$ cat config.mk
export PLATFORM = sky130hd
export DESIGN_NAME = rvg_fifo
export DESIGN_NICKNAME = d
export VERILOG_FILES = /design/src/sv/rvg_pkg.sv /design/src/sv/rvg_fifo.sv
export SDC_FILE = /design/constraint.sdc
export NUM_CORES = 1
export LEC_CHECK = 0
export BUFFER_PORTS_ARGS = -buffer_cell sky130_fd_sc_hd__buf_2
export CORE_MARGIN = 3
export CORE_UTILIZATION = 50
export DETAILED_ROUTE_END_ITERATION = 10
export PLACE_DENSITY = 0.83
export SYNTH_ARGS = -nofsm -noshare
export SYNTH_HDL_FRONTEND = slang
export SYNTH_SLANG_ARGS = --single-unit
$ cat constraint.sdc
create_clock -name clock -period 2.1 [get_ports clock]
set_input_delay 0.42 -clock clock [delete_from_list [all_inputs] [get_ports clock]]
set_output_delay 0.42 -clock clock [all_outputs]
set_load 0.005 [all_outputs]
$ cat src/sv/rvg_pkg.sv
// Shared types and constants for the regular polygon vertex generator.
// No dependencies; imported by every module of the block.
package rvg_pkg;

   localparam int IDX_W         = 6;
   localparam int SIDES_W       = 7;
   localparam int COORD_W       = 32;
   localparam int RAD_W         = 31;
   localparam int CSR_IDX_W     = 2;
   localparam int CSR_DATA_W    = 32;
   localparam int CORDIC_STAGES = 28;
   localparam int CW            = 34;
   localparam int Q_DEPTH       = 4;
   localparam int Q_PTR_W       = $clog2(Q_DEPTH);

   localparam logic [31:0] CORDIC_GAIN = 32'd652032874;

   localparam logic [31:0] ATAN_TABLE [CORDIC_STAGES] = '{
      32'd536870912, 32'd316933406, 32'd167458907, 32'd85004756, 32'd42667331,
      32'd21354465,  32'd10679838,  32'd5340245,   32'd2670163,  32'd1335087,
      32'd667544,    32'd333772,    32'd166886,    32'd83443,    32'd41721,
      32'd20860,     32'd10430,     32'd5215,      32'd2607,     32'd1303,
      32'd651,       32'd325,       32'd162,       32'd81,       32'd40,
      32'd20,        32'd10,        32'd5
   };

   typedef enum logic [CSR_IDX_W-1:0] {
      CSR_CENTER_X = 2'd0,
      CSR_CENTER_Y = 2'd1,
      CSR_RADIUS   = 2'd2,
      CSR_SIDES    = 2'd3
   } csr_idx_type;

   typedef struct packed {
      logic [SIDES_W:0] num;
      logic [SIDES_W:0] den;
      logic             in_range;
      logic             last;
   } item_type;

endpackage

$ cat src/sv/rvg_fifo.sv
// Short queue between front end and back end.
// Depends on rvg_pkg for the entry type and depth.
module rvg_fifo import rvg_pkg::*; (
   input  logic     clock,
   input  logic     reset,
   input  logic     wr_en,
   input  item_type wr_data,
   output logic     full,
   input  logic     rd_en,
   output item_type rd_data,
   output logic     empty
);

   item_type             mem_ff [Q_DEPTH];
   logic [Q_PTR_W-1:0]   wr_ptr_ff, rd_ptr_ff;
   logic [Q_PTR_W:0]     count_ff, count_in;
   logic                 push, pop;

   assign full    = count_ff == (Q_PTR_W+1)'(Q_DEPTH);
   assign empty   = count_ff == '0;
   assign push    = wr_en && !full;
   assign pop     = rd_en && !empty;
   assign rd_data = mem_ff[rd_ptr_ff];

   always_comb begin
      count_in = count_ff;
      if (push && !pop) begin
         count_in = count_ff + 1'b1;
      end else if (pop && !push) begin
         count_in = count_ff - 1'b1;
      end
   end

   always_ff @(posedge clock) begin
      if (reset) begin
         wr_ptr_ff <= '0;
         rd_ptr_ff <= '0;
         count_ff  <= '0;
      end else begin
         count_ff <= count_in;
         if (push) begin
            wr_ptr_ff <= wr_ptr_ff + 1'b1;
         end
         if (pop) begin
            rd_ptr_ff <= rd_ptr_ff + 1'b1;
         end
      end
   end

   always_ff @(posedge clock) begin
      if (push) begin
         mem_ff[wr_ptr_ff] <= wr_data;
      end
   end

endmodule

# After elaboration in Yosys (flattened, before gate mapping)
# Memories as Yosys holds them, arrays and structs flattened. A register that Yosys moved wholly into a read port is not among the register bits.
# Cells that the tools add are included.
# op_classes
n_div	0
shift	0
muxes	6
n_addsub	4
eq_ne	1
n_mul	0
n_bitwise	0
reduce_logical	10
n_lt_le_gt_ge	0
# ops
op	n
3-bit two-way mux	2
2-bit by 1-bit adder with 2-bit output (second input constant)	2
1-bit logical AND	4
1-bit zero test	4
2-bit two-way mux	2
3-bit by 1-bit adder with 3-bit output (second input constant)	1
3-bit equality test (second input constant)	1
3-bit zero test	1
3-bit by 1-bit subtractor with 3-bit output (second input constant)	1
1-bit two-way mux	2
2-bit nonzero test	1
# word_totals
word_cells	25
rom_bits	0
latchBits	0
reg_bits	7
output_inout_bits	20
in_bits	22
mem_bits_rw	72
n_memories	1
# mem_list
name	depth	width	rd	rd_clocked_by_memory_dff	write_ports	line	source
mem_ff	4	18	1	1	1	rvg_fifo.sv:14	item_type mem_ff [Q_DEPTH];

# Depth between registers and ports, before layout
# depth
ltp_word	7
mapped_depth	8
depth_no_buf	8

# Least setup slack after synthesis
# No wires, ideal clock.
# synth_path
path_type	register to register
from	register count_ff[0]
to	register count_ff[2]
n_path_buf	0
t_required_ns	2.030
period_less_slack_ns	1.983
setup_slack_ns	0.117
t_arrival_ns	1.913
path_stages_with_launch	9
path_cell_list	dfxtp_1 nor3b_2 nor2_2 ha_1 inv_1 fa_1 xor2_1 or3_1 a21oi_1
# synth_via
elab_chain_cells	6
# synth_lines
item	line	source
start: declaration	rvg_fifo.sv:16	logic [Q_PTR_W:0] count_ff, count_in;
start signal: assignment	rvg_fifo.sv:40	count_ff <= count_in;
3-bit equality test *	rvg_fifo.sv:19	assign full = count_ff == (Q_PTR_W+1)'(Q_DEPTH);
named net full	rvg_fifo.sv:8	output logic full,
1-bit zero test *	rvg_fifo.sv:21	assign push = wr_en && !full;
1-bit logical AND *	rvg_fifo.sv:21	
named net push	rvg_fifo.sv:17	logic push, pop;
1-bit zero test	rvg_fifo.sv:29	end else if (pop && !push) begin
1-bit logical AND	rvg_fifo.sv:29	
2-bit nonzero test (no source line)	n/a	
# Mark *: on every way through the listed nets, which the timed path passes. The rest lies on a longest branch. The select of a mux whose other input is x is not followed.
# A chain may end at the register's enable or synchronous reset.

# Final worst setup path
# layout_path
from	register count_ff[0]
to	register count_ff[2]
# layout_via
elab_chain_cells	6
# layout_lines
item
parallel branches: the longest is 6 deep, another holds 3-bit by 1-bit subtractor with 3-bit output
# Several ways; the timed one is not identified. The select of a mux whose other input is x is not followed.

==> results.toml <==
[run_status]
status = "completed"

[synth]
synth_mux_area_frac = 0.1382
synth_nets = 170
synth_cell_type_count = 23
synth-simple-area-share = 0.03007
synth_top_family_by_area = "multiplexers"
synthAdderAreaFrac = 0.02682
yosysSeqAreaShare = 0.7607
synth_cells = 142
ys_seq_elements = 81
ys_warn_count = 0
synth_compound_area_frac = 0.01341
synth_xor_area_frac = 0.01138
syn_area_sq_um = 3079
synth_area_per_cell_sq_um = 21.68

[timing]
tightest_slew_ns = 0.3349
period_share = 0.9732
hold_viol_final = 0
drv_slew = 0
max_slew_margin = 0.7732
fin_setup_tns_ns = 0
min_period_ns = 2.044
setup_slack_ns = 0.05636
setup_viol = 0
clock.fmax_mhz = 489.3
fin_skew_ns = 0.01088
hold_ws_ns = 0.2864

[clocking]
clk-insertion-delay-late_ns = 0.35
root_buffer = "clkbuf_8"
cts_buffer_depth = 2
cts_made_buffers = 9
cts_tree = "yes"
h-tree-depth = 3
path_clk_slew_ns = 0.07
clock_sinks = 81
cts_hold_buf = 0

[global_route]
grt_use_total = 0.1492
grt_overflow = 0
grt_busiest_layer = "met2"
use_met1 = 0.1743
grt_max_degree = 19
grt_pass1_vias = 1531
grt_pass1_wl_um = 7672
met3_usage = 0.08047
antenna_found_initial = 0
use_met2 = 0.2367

[finish]
nNetsFinal = 226
areaGrowthSynthToFinish_pct = 16.42
antennaDiodeCount = 0
final_cell_mix = "72 x edfxtp_1, 41 x buf_2, 18 x mux4_2"
seqCellArea_sq_um = 2345
post_route_cells_drive_above_1_share = 0.4335
final_common_cell = "edfxtp_1"
fillers = 415
multi_input_area_sq_um = 688.2

[placement]
dp_hpwl_um = 3040
post-place-ws_ns = 0.005894
routabilityCongestion = 0.6964
port-buffer-count = 41

[worst_setup_path]
crit_chain = "o31ai_4 > ha_2 > inv_1 > fa_1 > xor2_1 > or3_1 > a21oi_1"
required_ns = 2.37
worstPathArrival_ns = 2.31
worstSetupPathType = "reg2reg"
cp-end-kind = "flop"
worst_setup_path_start_kind = "flop"
path_max_fanout = 5
slowest_stage = "fa_1"
slowest_delay_ns = 0.38
ff2ff_setup_slack_ns = 0.06

[drt]
ant_nets = 0
routed_wire_length_per_instance_um = 17.43
drt_iter0_markers = 72
wl_um = 4792
drc = 0
vias_per_cell = 5.185
first_pass_iters = 4
num_vias = 1426

[floorplan]
coreArea_sq_um = 5743
rows = 27
ios = 42
die_h_um = 84.48
start_util = 0.5362
design.die.area_sq_um = 7136
die_x_um = 84.48

[power]
p_per_area_nw_per_um2 = 1105
p_leak_nw = 1.256
ir_worst_vdd_v = 0.0006810

[run]
cap_violations = 0

[min_path]
hold_class = "in2reg"
-- final timing paths --
kind             endpoint  cells after the start          from
max           count_ff[2]                      7   count_ff[0]
min          mem_ff[0][6]                      1    wr_data[6]
max reg2reg   count_ff[2]                      7   count_ff[0]
min reg2reg  wr_ptr_ff[1]                      2  wr_ptr_ff[1]
-- report_power, final --
part	switching (mW)	internal, mW	leakage, nW	total, mW
clock network	0.502	0.413	0.0799	0.915
logic	0.456	0.556	0.441	1.01
registers	0.0869	1.95	0.735	2.04
-- per-layer routing --
layer / part of all wire / wire length [um]
met1: 0.40 / 1925
met2: 0.52 / 2478
met3: 0.067 / 320
met4: 0.014 / 67
met5: 0 / 0
-- cells in the mapped netlist --
| master | number | area [sq um] |
|---|---|---|
| nor2_1 | 5 | 18.77 |
| dfxtp_1 | 9 | 180.2 |
| o31ai_2 | 1 | 12.51 |
| buf_12 | 1 | 20.02 |
| buf_6 | 1 | 11.26 |
| nand2b_1 | 2 | 12.51 |
| edfxtp_1 | 72 | 2162 |
| and2_1 | 4 | 25.02 |
| nor3_1 | 1 | 5.000 |
| ha_1 | 5 | 62.56 |
| a21oi_1 | 2 | 10.01 |
| buf_2 | 2 | 10.01 |
| mux4_2 | 18 | 405.4 |
| clkbuf_1 | 1 | 3.750 |
| nor3b_2 | 1 | 12.51 |
| o21ai_0 | 2 | 10.01 |
| inv_1 | 4 | 15.01 |
| nor2_2 | 1 | 6.260 |
| fa_1 | 1 | 20.02 |
| or3_1 | 2 | 12.51 |
| xor2_1 | 4 | 35.03 |
| mux2i_1 | 2 | 20.02 |
| o311ai_1 | 1 | 8.760 |
-- cells by family (layout without fill, tap and decap cells) --
logic type               Yosys count  in the layout
AND/OR/NAND/NOR                   16             16
buffers and inverters              9             70
adder cells (fa/ha/maj)            6              6
multiplexers                      20             20
flip-flops                        81             81
XOR/XNOR                           4              4
AO/OA/AOI/OAI                      6              6
-- final cells by class --
type | count | area share
clock buffer | 9 | 0.03456
clock inverter | 7 | 0.01047
inverter | 4 | 0.004188
multi-input combinational | 52 | 0.1920
sequential | 81 | 0.6541
tap | 72 | 0.02513
timing repair buffer | 50 | 0.07958
-- critical path, delay by kind of cell, from the launching register on --
family	cells	cell delay (ns)
XOR/XNOR	1	0.18
buffers and inverters	1	0.05
AO/OA/AOI/OAI	2	0.44
AND/OR/NAND/NOR	1	0.31
flip-flops	1	0.37
adder cells (fa/ha/maj)	2	0.63
-- timing repair --
| action | 4_1_cts | 5_1_grt |
|---|---|---|
| buffers inserted | 0 | 1 |
| setup endpoints to repair | 1 | 1 |
| gates resized for setup | 1 | 3 |
| pin swaps | 0 | 1 |
| cloned | 0 | 0 |
-- flip-flops by register name, indices dropped and copies added (netlist names), named ones only --
signal	cells
mem_ff	72
rd_ptr_ff	2
count_ff	3
wr_ptr_ff	2
-- stage by stage --
stage                 util  total power, mW  cells  cell area, sq um
floorplan                -            2.727    142              3079
finish              0.6242            3.962    275              3585
detailed placement  0.5924            3.072    258              3402
global placement    0.5924            3.046    258              3402
global route        0.6242            4.192    275              3585
CTS                 0.6220            3.992    274              3572
Note: power is estimated with default switching activity, not from simulation.
