<file path="src/sv/rvg_pkg.sv">
// Shared types and constants for the regular polygon vertex generator.
// No dependencies; imported by every module of the block.
package rvg_pkg;

   localparam int IDX_W         = 6;
   localparam int SIDES_W       = 7;
   localparam int COORD_W       = 32;
   localparam int RAD_W         = 31;
   localparam int CSR_IDX_W     = 2;
   localparam int CSR_DATA_W    = 32;
   localparam int CORDIC_STAGES = 28;
   localparam int CW            = 34;
   localparam int Q_DEPTH       = 4;
   localparam int Q_PTR_W       = $clog2(Q_DEPTH);

   localparam logic [31:0] CORDIC_GAIN = 32'd652032874;

   localparam logic [31:0] ATAN_TABLE [CORDIC_STAGES] = '{
      32'd536870912, 32'd316933406, 32'd167458907, 32'd85004756, 32'd42667331,
      32'd21354465,  32'd10679838,  32'd5340245,   32'd2670163,  32'd1335087,
      32'd667544,    32'd333772,    32'd166886,    32'd83443,    32'd41721,
      32'd20860,     32'd10430,     32'd5215,      32'd2607,     32'd1303,
      32'd651,       32'd325,       32'd162,       32'd81,       32'd40,
      32'd20,        32'd10,        32'd5
   };

   typedef enum logic [CSR_IDX_W-1:0] {
      CSR_CENTER_X = 2'd0,
      CSR_CENTER_Y = 2'd1,
      CSR_RADIUS   = 2'd2,
      CSR_SIDES    = 2'd3
   } csr_idx_type;

   typedef struct packed {
      logic [SIDES_W:0] num;
      logic [SIDES_W:0] den;
      logic             in_range;
      logic             last;
   } item_type;

endpackage

</file>
<file path="src/sv/rvg_req_if.sv">
// Request channel: valid/ready handshake carrying one vertex index.
// Depends on rvg_pkg for the field width.
interface rvg_req_if import rvg_pkg::*; ();
   logic             valid;
   logic             ready;
   logic [IDX_W-1:0] vertex_index;

   modport source  (output valid, output vertex_index, input ready);
   modport sink    (input valid, input vertex_index, output ready);
   modport monitor (input valid, input vertex_index, input ready);
endinterface

</file>
<file path="src/sv/rvg_front.sv">
// Front end: takes request transfers, classifies the index against sides
// and forms the divider operands. Depends on rvg_pkg and rvg_req_if.
module rvg_front import rvg_pkg::*; #(
   parameter int MAX_SIDES = 64
) (
   input  logic               clock,
   input  logic               reset,
   rvg_req_if.sink            req,
   input  logic [SIDES_W-1:0] sides,
   output item_type           item,
   output logic               item_valid,
   input  logic               item_ready
);

   logic               fe_vld_ff, fe_vld_in;
   item_type           fe_item_ff, fe_item_in;
   logic [SIDES_W-1:0] s_eff;
   logic [SIDES_W-1:0] idx_w;
   logic               xfer;

   assign req.ready = !fe_vld_ff || item_ready;
   assign xfer      = req.valid && req.ready;

   always_comb begin
      if ({{(32-SIDES_W){1'b0}}, sides} > 32'(MAX_SIDES)) begin
         s_eff = SIDES_W'(MAX_SIDES);
      end else begin
         s_eff = sides;
      end
      idx_w               = {1'b0, req.vertex_index};
      fe_item_in.in_range = (s_eff != '0) && (idx_w < s_eff);
      fe_item_in.last     = fe_item_in.in_range && (idx_w == s_eff - SIDES_W'(1));
      fe_item_in.num      = {1'b0, req.vertex_index, ~s_eff[0]};
      fe_item_in.den      = {s_eff, 1'b0};
      fe_vld_in           = (fe_vld_ff && !item_ready) || xfer;
   end

   always_ff @(posedge clock) begin
      if (reset) begin
         fe_vld_ff <= 1'b0;
      end else begin
         fe_vld_ff <= fe_vld_in;
      end
   end

   always_ff @(posedge clock) begin
      if (xfer) begin
         fe_item_ff <= fe_item_in;
      end
   end

   assign item       = fe_item_ff;
   assign item_valid = fe_vld_ff;

endmodule

</file>
<file path="src/flat_wrapper.sv">
// flat-port wrapper written by rule: the top's interface ports become plain ports
module rvg_front_flat import rvg_pkg::*;
#(
   parameter int MAX_SIDES = 64
)
  (clock, reset, sides, item, item_valid, item_ready, req_valid, req_vertex_index, req_ready);
  rvg_req_if req_i ();
  input  logic clock;
  input  logic reset;
  input  logic [SIDES_W-1:0] sides;
  output item_type item;
  output logic item_valid;
  input  logic item_ready;
  input wire logic [$bits(req_i.valid)-1:0] req_valid;
  input wire logic [$bits(req_i.vertex_index)-1:0] req_vertex_index;
  output wire logic [$bits(req_i.ready)-1:0] req_ready;
  assign req_i.valid = req_valid;
  assign req_i.vertex_index = req_vertex_index;
  assign req_ready = req_i.ready;
  rvg_front #(.MAX_SIDES(MAX_SIDES)) u_core (.clock(clock), .reset(reset), .req(req_i), .sides(sides), .item(item), .item_valid(item_valid), .item_ready(item_ready));
endmodule
</file>
<file path="config.mk">
export PLATFORM = sky130hd
export DESIGN_NAME = rvg_front_flat
export DESIGN_NICKNAME = d
export VERILOG_FILES = /design/src/sv/rvg_pkg.sv /design/src/sv/rvg_req_if.sv /design/src/sv/rvg_front.sv /design/src/flat_wrapper.sv
export SDC_FILE = /design/constraint.sdc
export NUM_CORES = 1
export LEC_CHECK = 0
export BUFFER_PORTS_ARGS = -buffer_cell sky130_fd_sc_hd__buf_2
export CORE_MARGIN = 5
export CORE_UTILIZATION = 42
export DETAILED_ROUTE_END_ITERATION = 10
export HOLD_SLACK_MARGIN = 0.08
export PLACE_DENSITY = 0.73
export SETUP_SLACK_MARGIN = 0.02
export SYNTH_ARGS = -nofsm -noshare
export SYNTH_HDL_FRONTEND = slang
export SYNTH_SLANG_ARGS = --single-unit
</file>
<file path="constraint.sdc">
create_clock -name clock -period 2.25 [get_ports clock]
set_clock_uncertainty 0.05 [all_clocks]
set_input_delay 0.45 -clock clock [delete_from_list [all_inputs] [get_ports clock]]
set_output_delay 0.45 -clock clock [all_outputs]
set_load 0.005 [all_outputs]
</file>
# Word level (Yosys, flattened, before mapping)
# Cells that the tools add are included.
# word_totals
wordCells,20
in_bits,17
ff_bits,17
mem_bits_ro,0
output_inout_bits,20
mem_count,0
mem_bits_rw,0
latchBits,0
# classes
n_addsub,1
div_mod_pow,0
shift,0
n_eq_ne,1
bitwise_logic,1
reduce_logical,9
magnitude_cmp,2
n_mul,0
muxes,1
# op_table
op,count
equality test 6 x 7 -> 1 bit,1
> comparator 7 bit (second input constant),1
< comparator 6 x 7 -> 1 bit,1
2-to-1 mux 7 bit,1
nonzero test 7 bit,1
subtractor 7 x 1 -> 7 bit (second input constant),1
logical AND 1 bit,4
logical NOT 1 bit,2
logical OR 1 bit,2
inverter 1 bit,1

# Logic depth before layout (Yosys ltp)
# Gate-level depths: netlist of the first run.
# depth
ltp_word,5
ltp_mapped,9
ltp_nobuf,8

# Worst setup path after synthesis of the first run
# Ideal clock, no wire load.
# synth_timing
path_type,input-to-reg
startpoint,input sides[6]
endpoint,register u_core.fe_item_ff (netlist bit u_core.item[0]) (data pin)
n_path_buf,1
stages,7
arrival_time_ns,1.971
setup_time_ns,0.190
required_time_ns,2.010
setup_slack_ns,0.039
path_cell_list,clkbuf_1 nand2b_1 ha_1 and3b_4 a2111oi_4 nand3b_1 a2111oi_2
# synth_lines
element,line_no,text
start: declaration,flat_wrapper.sv:10,input logic [SIDES_W-1:0] sides;
end signal: assignment,rvg_front.sv:48,fe_item_ff <= fe_item_in;
end: declaration,rvg_front.sv:16,"item_type fe_item_ff, fe_item_in;"

==> results of run 1 <==
-- per-layer routing --
| layer | GRT usage [%] | part of all wire [%] |
|---|---|---|
| met4 | 6.95 | 1.4 |
| met2 | 20.9 | 49 |
| met1 | 16.2 | 41 |
| met5 | 0 | 0 |
| met3 | 2.49 | 8.8 |
-- area by class of cell --
class                      instances  share of cell area [%]
clock buffer                       3                    1.91
clock inverter                     1                   0.425
inverter                           8                    2.55
multi-input combinational         49                    33.3
sequential                        17                    42.5
tap                               28                    2.98
timing repair buffer              37                    16.4
-- worst max path at each step --
stage	startpoint	end	slack, ps	depth (start not counted)
detailed placement	sides[6]	u_core.item[0]	6	7
global route	sides[6]	u_core.item[1]	70	8
CTS	sides[6]	u_core.item[1]	280	8
floorplan	sides[6]	u_core.item[0]	40	7
global placement	sides[6]	u_core.item[1]	70	8
finish	sides[6]	u_core.item[1]	280	8
-- power by group --
group          internal (W)  switching [W]  total (W)
Clock             0.0000660      0.0000941   0.000160
Sequential         0.000368     0.00000369   0.000372
Combinational     0.0000646      0.0000714   0.000136
-- registers in the layout, summed over array words and instances (netlist names) --
| signal | flops |
|---|---|
| u_core.item | 16 |
| u_core.item_valid | 1 |
-- worst max-delay path, cell delays in order --
cell and delay [ps]:
buf_2 130, nand2b_1 190, ha_1 280, nor2b_1 130, o211ai_1 160, a21oi_1 100, a2111oi_0 430, or2_2 200
-- cell usage after synthesis, drive strengths merged (2+ instances only) --
master / instances / area share (%)
a2111oi: 3 / 5.5
a21oi: 3 / 1.6
buf: 2 / 1.6
clkbuf: 2 / 0.80
edfxtp: 16 / 51
ha: 7 / 9.3
inv: 8 / 3.2
nand2: 2 / 0.80
nand2b: 6 / 4.0
nor2: 3 / 1.2
nor3: 2 / 1.1
xnor2: 6 / 5.6
xor2: 2 / 1.9
-- stage by stage --
stage               cells  power (W)
global route          143   0.000703
CTS                   143   0.000673
detailed placement    139   0.000516
finish                143   0.000668
global placement      139   0.000510
floorplan              78   0.000459
-- kinds of logic after synthesis --
family	share of synthesized area [%]
xor+xnor	7.45
simple gates	13.2
flops	53.2
compound gates	10.9
buf+inv	5.59
other cells	0.399
fa+ha+maj	9.31
==> metrics.cfg, run 1 <==
[cts]
cts_resized=0
post-cts-setup-buffers=0
cts.path.max_buffers=2
clkSinkCount=17
clk_latency_ps=290
cts_tree=built
cts_root_buf=clkbuf_4
cts_hold_buf=0
htreeDepth=1
numCtsBuffers=3
path_clk_slew_ps=100

[global_route]
antenna_found_initial=0
grt_pass1_vias=688
grt_use_total_pct=12.9
overflow=0
grt_max_degree=17
grt_pass1_wl_um=3240

[worst_setup_path]
crit_type=in2reg
reg2reg_slack_ps=1110
cp-start-kind=input pin
rr_startpoint=u_core.item_valid
cp_data_arrival_time_ps=2080
critPathMaxFanout=9
cp.required_ps=2360
rr_worst_depth=3
r2r_end=u_core.item[8]
crit_path_end_kind=flop

[sta]
slew_viol_final=0
finalSetupViolations=0
setup-tns-final_ps=0
hold_violations=0
worst_slack_ps=282
post-route-min-period_ps=1970
hold_ws_ps=253
rsz0062_at_grt=no
finalCritPeriodShare_pct=87.4
clock.fmax_mhz=508

[die]
initial_utilization_pct=43.4
num_io_pins=37
die_h_um=57.3
core-area_mm2=0.00217
die_x_um=57.3
dieArea_mm2=0.00329
rows=17

[logic_synthesis]
synth_cell_type_count=30
yosysWarnings=0
synthFlopType=edfxtp_1
seq_area_frac_synth_pct=53.2
synth-edff-count=16
synth_cells=77
synth_seq_cells=17
syn-cell-area_um2=941
synth_area_per_cell_um2=12.2
ys_async_sr_fraction_pct=0

[final_layout]
final_util_pct=54.3
fill_cells=210
drive_gt1_share_pct=39.1
antenna-diode-count=0
layout_common_cells=buf_2, edfxtp_1, inv_1
synthToLayoutAreaGrowth_pct=25.1
final_common_cell=buf_2
nNetsFinal=140
multi_input_area_um2=392
seq_area_um2=500
post-route-cell-area_mm2=0.00118

[power]
pwr_density_cell_mw_per_mm2=567
p_leak_nw=0.532
vdd_drop_max_uv=277

[detailed_routing]
drc=0
wl_per_cell_um=12.8
first_pass_iters=4
viasPerCell=4.81
num_vias=688
drt_iter0_markers=11
antenna_left=0
wl_um=1830

[place]
pre_cts_ws_ps=5.67
portBuffers=34
hpwl_um=1510
placed_cell_area_mm2=0.00115
finalWeightedCongestion=0.729

[hold_path]
hold_path.class=in2reg
hold_depth=2
hold-path-endpoint=u_core.item_valid
hp-start=reset

[outcome]
status=finished clean

[job]
maxCapViolCount=0

Power figures use the tool's default switching activity.
==> run 2, diff against run 1 <==
- ABC_AREA: default -> 1
- CORE_UTILIZATION: 42 -> 44
- GPL_TIMING_DRIVEN: default -> 0
- PLACE_DENSITY: 0.73 -> 0.75
==> run 2 against run 1 <==
Non-clock buffer count rose by 1. Sequential share of layout area fell by 3.5 points. Count of clock-buffer cells in the layout rose by 1. Flip-flop and latch count did not move. Clock power fell by 3%. Hold slack improved by 6.6 ps. Total power rose by 2.1%. Register-to-register slack got worse by 280 ps. Worst setup slack improved by 180 ps. Wire length rose by 5.7%. Critical path type unchanged. Largest cell class unchanged. Largest power group unchanged. Highest routed layer unchanged.
==> metrics.cfg, run 2 <==
[logic_synthesis]
yosysTopAreaCell=edfxtp_1
syn-cell-area_mm2=0.00104  ; +11%
synth_cells=110  ; +43%
synth_seq_cells=17  ; unchanged
synthTopCellsByArea=edfxtp_1, ha_1, nand2_1, inv_1, nand3_1
synth_area_per_cell_um2=9.49  ; -22%
synth-edff-count=16  ; unchanged
netlist.area_leader.share_pct=46.0  ; -5.0 points
yosysWarnings=0  ; unchanged
synthTopCellsByCount=nand2_1, inv_1, edfxtp_1
synth_most_common_cell=nand2_1
synthFlopType=edfxtp_1
seq_area_frac_synth_pct=48.0  ; -5.2 points
synth_cell_type_count=26  ; -13%
ys_async_sr_fraction_pct=0  ; unchanged

[die]
die_h_um=58.7  ; +2.4%
initial_utilization_pct=46.7  ; +3.4 points
die_x_um=58.7  ; +2.4%
dieArea_mm2=0.00345  ; +4.8%
rows=17  ; unchanged
core-area_mm2=0.00223  ; +2.9%
num_io_pins=37  ; unchanged

[global_route]
grt_pass1_wl_um=3090  ; -4.7%
met1_usage_pct=13.2  ; -3.0 points
gr-max-usage-layer=met2
grt_pass1_vias=814  ; +18%
antenna_found_initial=0  ; unchanged
overflow=0  ; unchanged
grt_use_total_pct=11.5  ; -1.4 points
met2_usage_pct=19.9  ; -0.94 points
use_met3_pct=1.32  ; -1.2 points
grt_max_degree=17  ; unchanged

[sta]
worst_pin_slew_ps=855
slew_viol_final=0  ; unchanged
setup-tns-final_ps=0  ; unchanged
rsz0062_at_grt=no
hold_violations=0  ; unchanged
worst_slack_ps=462  ; +180 ps
post-route-min-period_ps=1790  ; -180 ps
clock.fmax_mhz=559  ; +10%
slew_headroom_pct=43.0
finalCritPeriodShare_pct=79.5  ; -8.0 points
finalSetupViolations=0  ; unchanged

[place]
hpwl_um=1600  ; +5.9%
finalWeightedCongestion=0.822  ; +13%
portBuffers=34  ; unchanged
pre_cts_ws_ps=113  ; +108 ps

[cts]
path_clk_slew_ps=90  ; about the same
numCtsBuffers=3  ; unchanged
htreeDepth=1  ; unchanged
clkSinkCount=17  ; unchanged
cts_tree=built
cts.path.max_buffers=2  ; unchanged
clk_latency_ps=280  ; about the same
cts_root_buf=clkbuf_4
post-cts-setup-buffers=0  ; unchanged
cts_hold_buf=0  ; unchanged
cts_resized=0  ; unchanged

[detailed_routing]
drt_iter0_markers=18  ; +7
drc=0  ; unchanged
first_pass_iters=4  ; unchanged
num_vias=834  ; +21%
antenna_left=0  ; unchanged
wl_um=1930  ; +5.7%
viasPerCell=4.71  ; -2.1%
wl_per_cell_um=10.9  ; -15%

[outcome]
status=finished clean

[final_layout]
synthToLayoutAreaGrowth_pct=22.9
nNetsFinal=174  ; +24%
fill_cells=210  ; unchanged
layout_common_cells=buf_2, nand2_1, inv_1
antenna-diode-count=0  ; unchanged
largest_reg_flops=16  ; unchanged
final_common_cell=buf_2
drive_gt1_share_pct=35.6  ; -3.6 points

[worst_setup_path]
critPathMaxFanout=10  ; +1
cp.required_ps=2250  ; -110 ps
cp_data_arrival_time_ps=1780  ; -300 ps
cp-start-kind=input pin
crit_type=in2reg
rr_startpoint=u_core.item_valid
critPathLaunch=sides[6]
crit_path_end_kind=flop

[power]
p_leak_nw=0.672  ; +26%
vdd_drop_max_uv=288  ; +4.0%
pwr_density_cell_mw_per_mm2=532  ; -6.3%

[hold_path]
hp-start=reset
hold_path.class=in2reg

[job]
maxCapViolCount=0  ; unchanged

==> run 2: cell types whose count changed in the layout (fill, tap and decap cells not counted), sizes merged, moves of 2 or more <==
cell	before	now
nand2	2	29
inv	8	20
nand3	1	10
nand2b	6	0
xnor2	6	1
nor2	3	7
a2111oi	3	0
o21ai	1	4
nand4	0	2
nor3	2	0
==> run 2: worst max-delay path, stage by stage <==
cell,delay [ps]
buf_2,130
inv_2,70
buf_6,180
nand2_2,120
ha_1,260
inv_1,60
nand2_1,60
nand2_1,60
nand2_1,50
nand2_1,50
inv_1,40
nand3_1,90
nor2_2,40
nand2_1,70
nor2_2,30
==> run 2: layout make-up <==
| class | instances | area, um^2 | area share (%) |
|---|---|---|---|
| clock buffer | 4 | 26.3 | 2.05 |
| multi-input combinational | 69 | 437 | 34.0 |
| timing repair buffer | 34 | 170 | 13.3 |
| tap | 28 | 35.0 | 2.73 |
| buffer | 4 | 35.0 | 2.73 |
| inverter | 21 | 78.8 | 6.15 |
| sequential | 17 | 500 | 39.0 |
==> run 2: path summary, 6_finish.rpt <==
kind | cells past startpoint | slack (ps) | to
max | 15 | 460 | u_core.item[0]
min | 2 | 260 | u_core.item_valid
max reg2reg | 1 | 830 | u_core.item[8]
min reg2reg | 2 | 470 | u_core.item_valid
==> run 2: power breakdown <==
| part | switching [W] | internal [W] |
|---|---|---|
| registers | 0.00000438 | 0.000369 |
| clock network | 0.0000857 | 0.0000689 |
| logic | 0.0000897 | 0.0000643 |
==> run 2: cells by family after synthesis <==
kind of cell / count (synthesis) / synth area share (%)
AND/OR/NAND/NOR: 48 / 25.4
XOR/XNOR: 2 / 1.68
flip-flops: 17 / 48.0
other: 1 / 0.359
adder cells (fa/ha/maj): 7 / 8.39
AO/OA/AOI/OAI: 10 / 5.28
buffers and inverters: 25 / 10.9
==> run 2: metal layers <==
layer	wire (um)	part of all wire [%]	vias up
li1	-	-	431
met1	768	40	371
met2	962	50	30
met3	175	9.0	2
met4	28	1.4	0
met5	0	0	-
==> run 2: stage by stage <==
| stage | cell area (um^2) | hold WS (ps) | cells | utilization [%] | power, W |
|---|---|---|---|---|---|
| after floorplan | 1050 | 457 | 111 | - | 0.000475 |
| after global placement | 1250 | 421 | 173 | 56.1 | 0.000527 |
| after detailed placement | 1250 | 448 | 173 | 56.1 | 0.000535 |
| after CTS | 1280 | 259 | 177 | 57.3 | 0.000685 |
| after global routing | 1280 | 248 | 177 | 57.4 | 0.000727 |
| final | 1280 | 260 | 177 | 57.4 | 0.000682 |
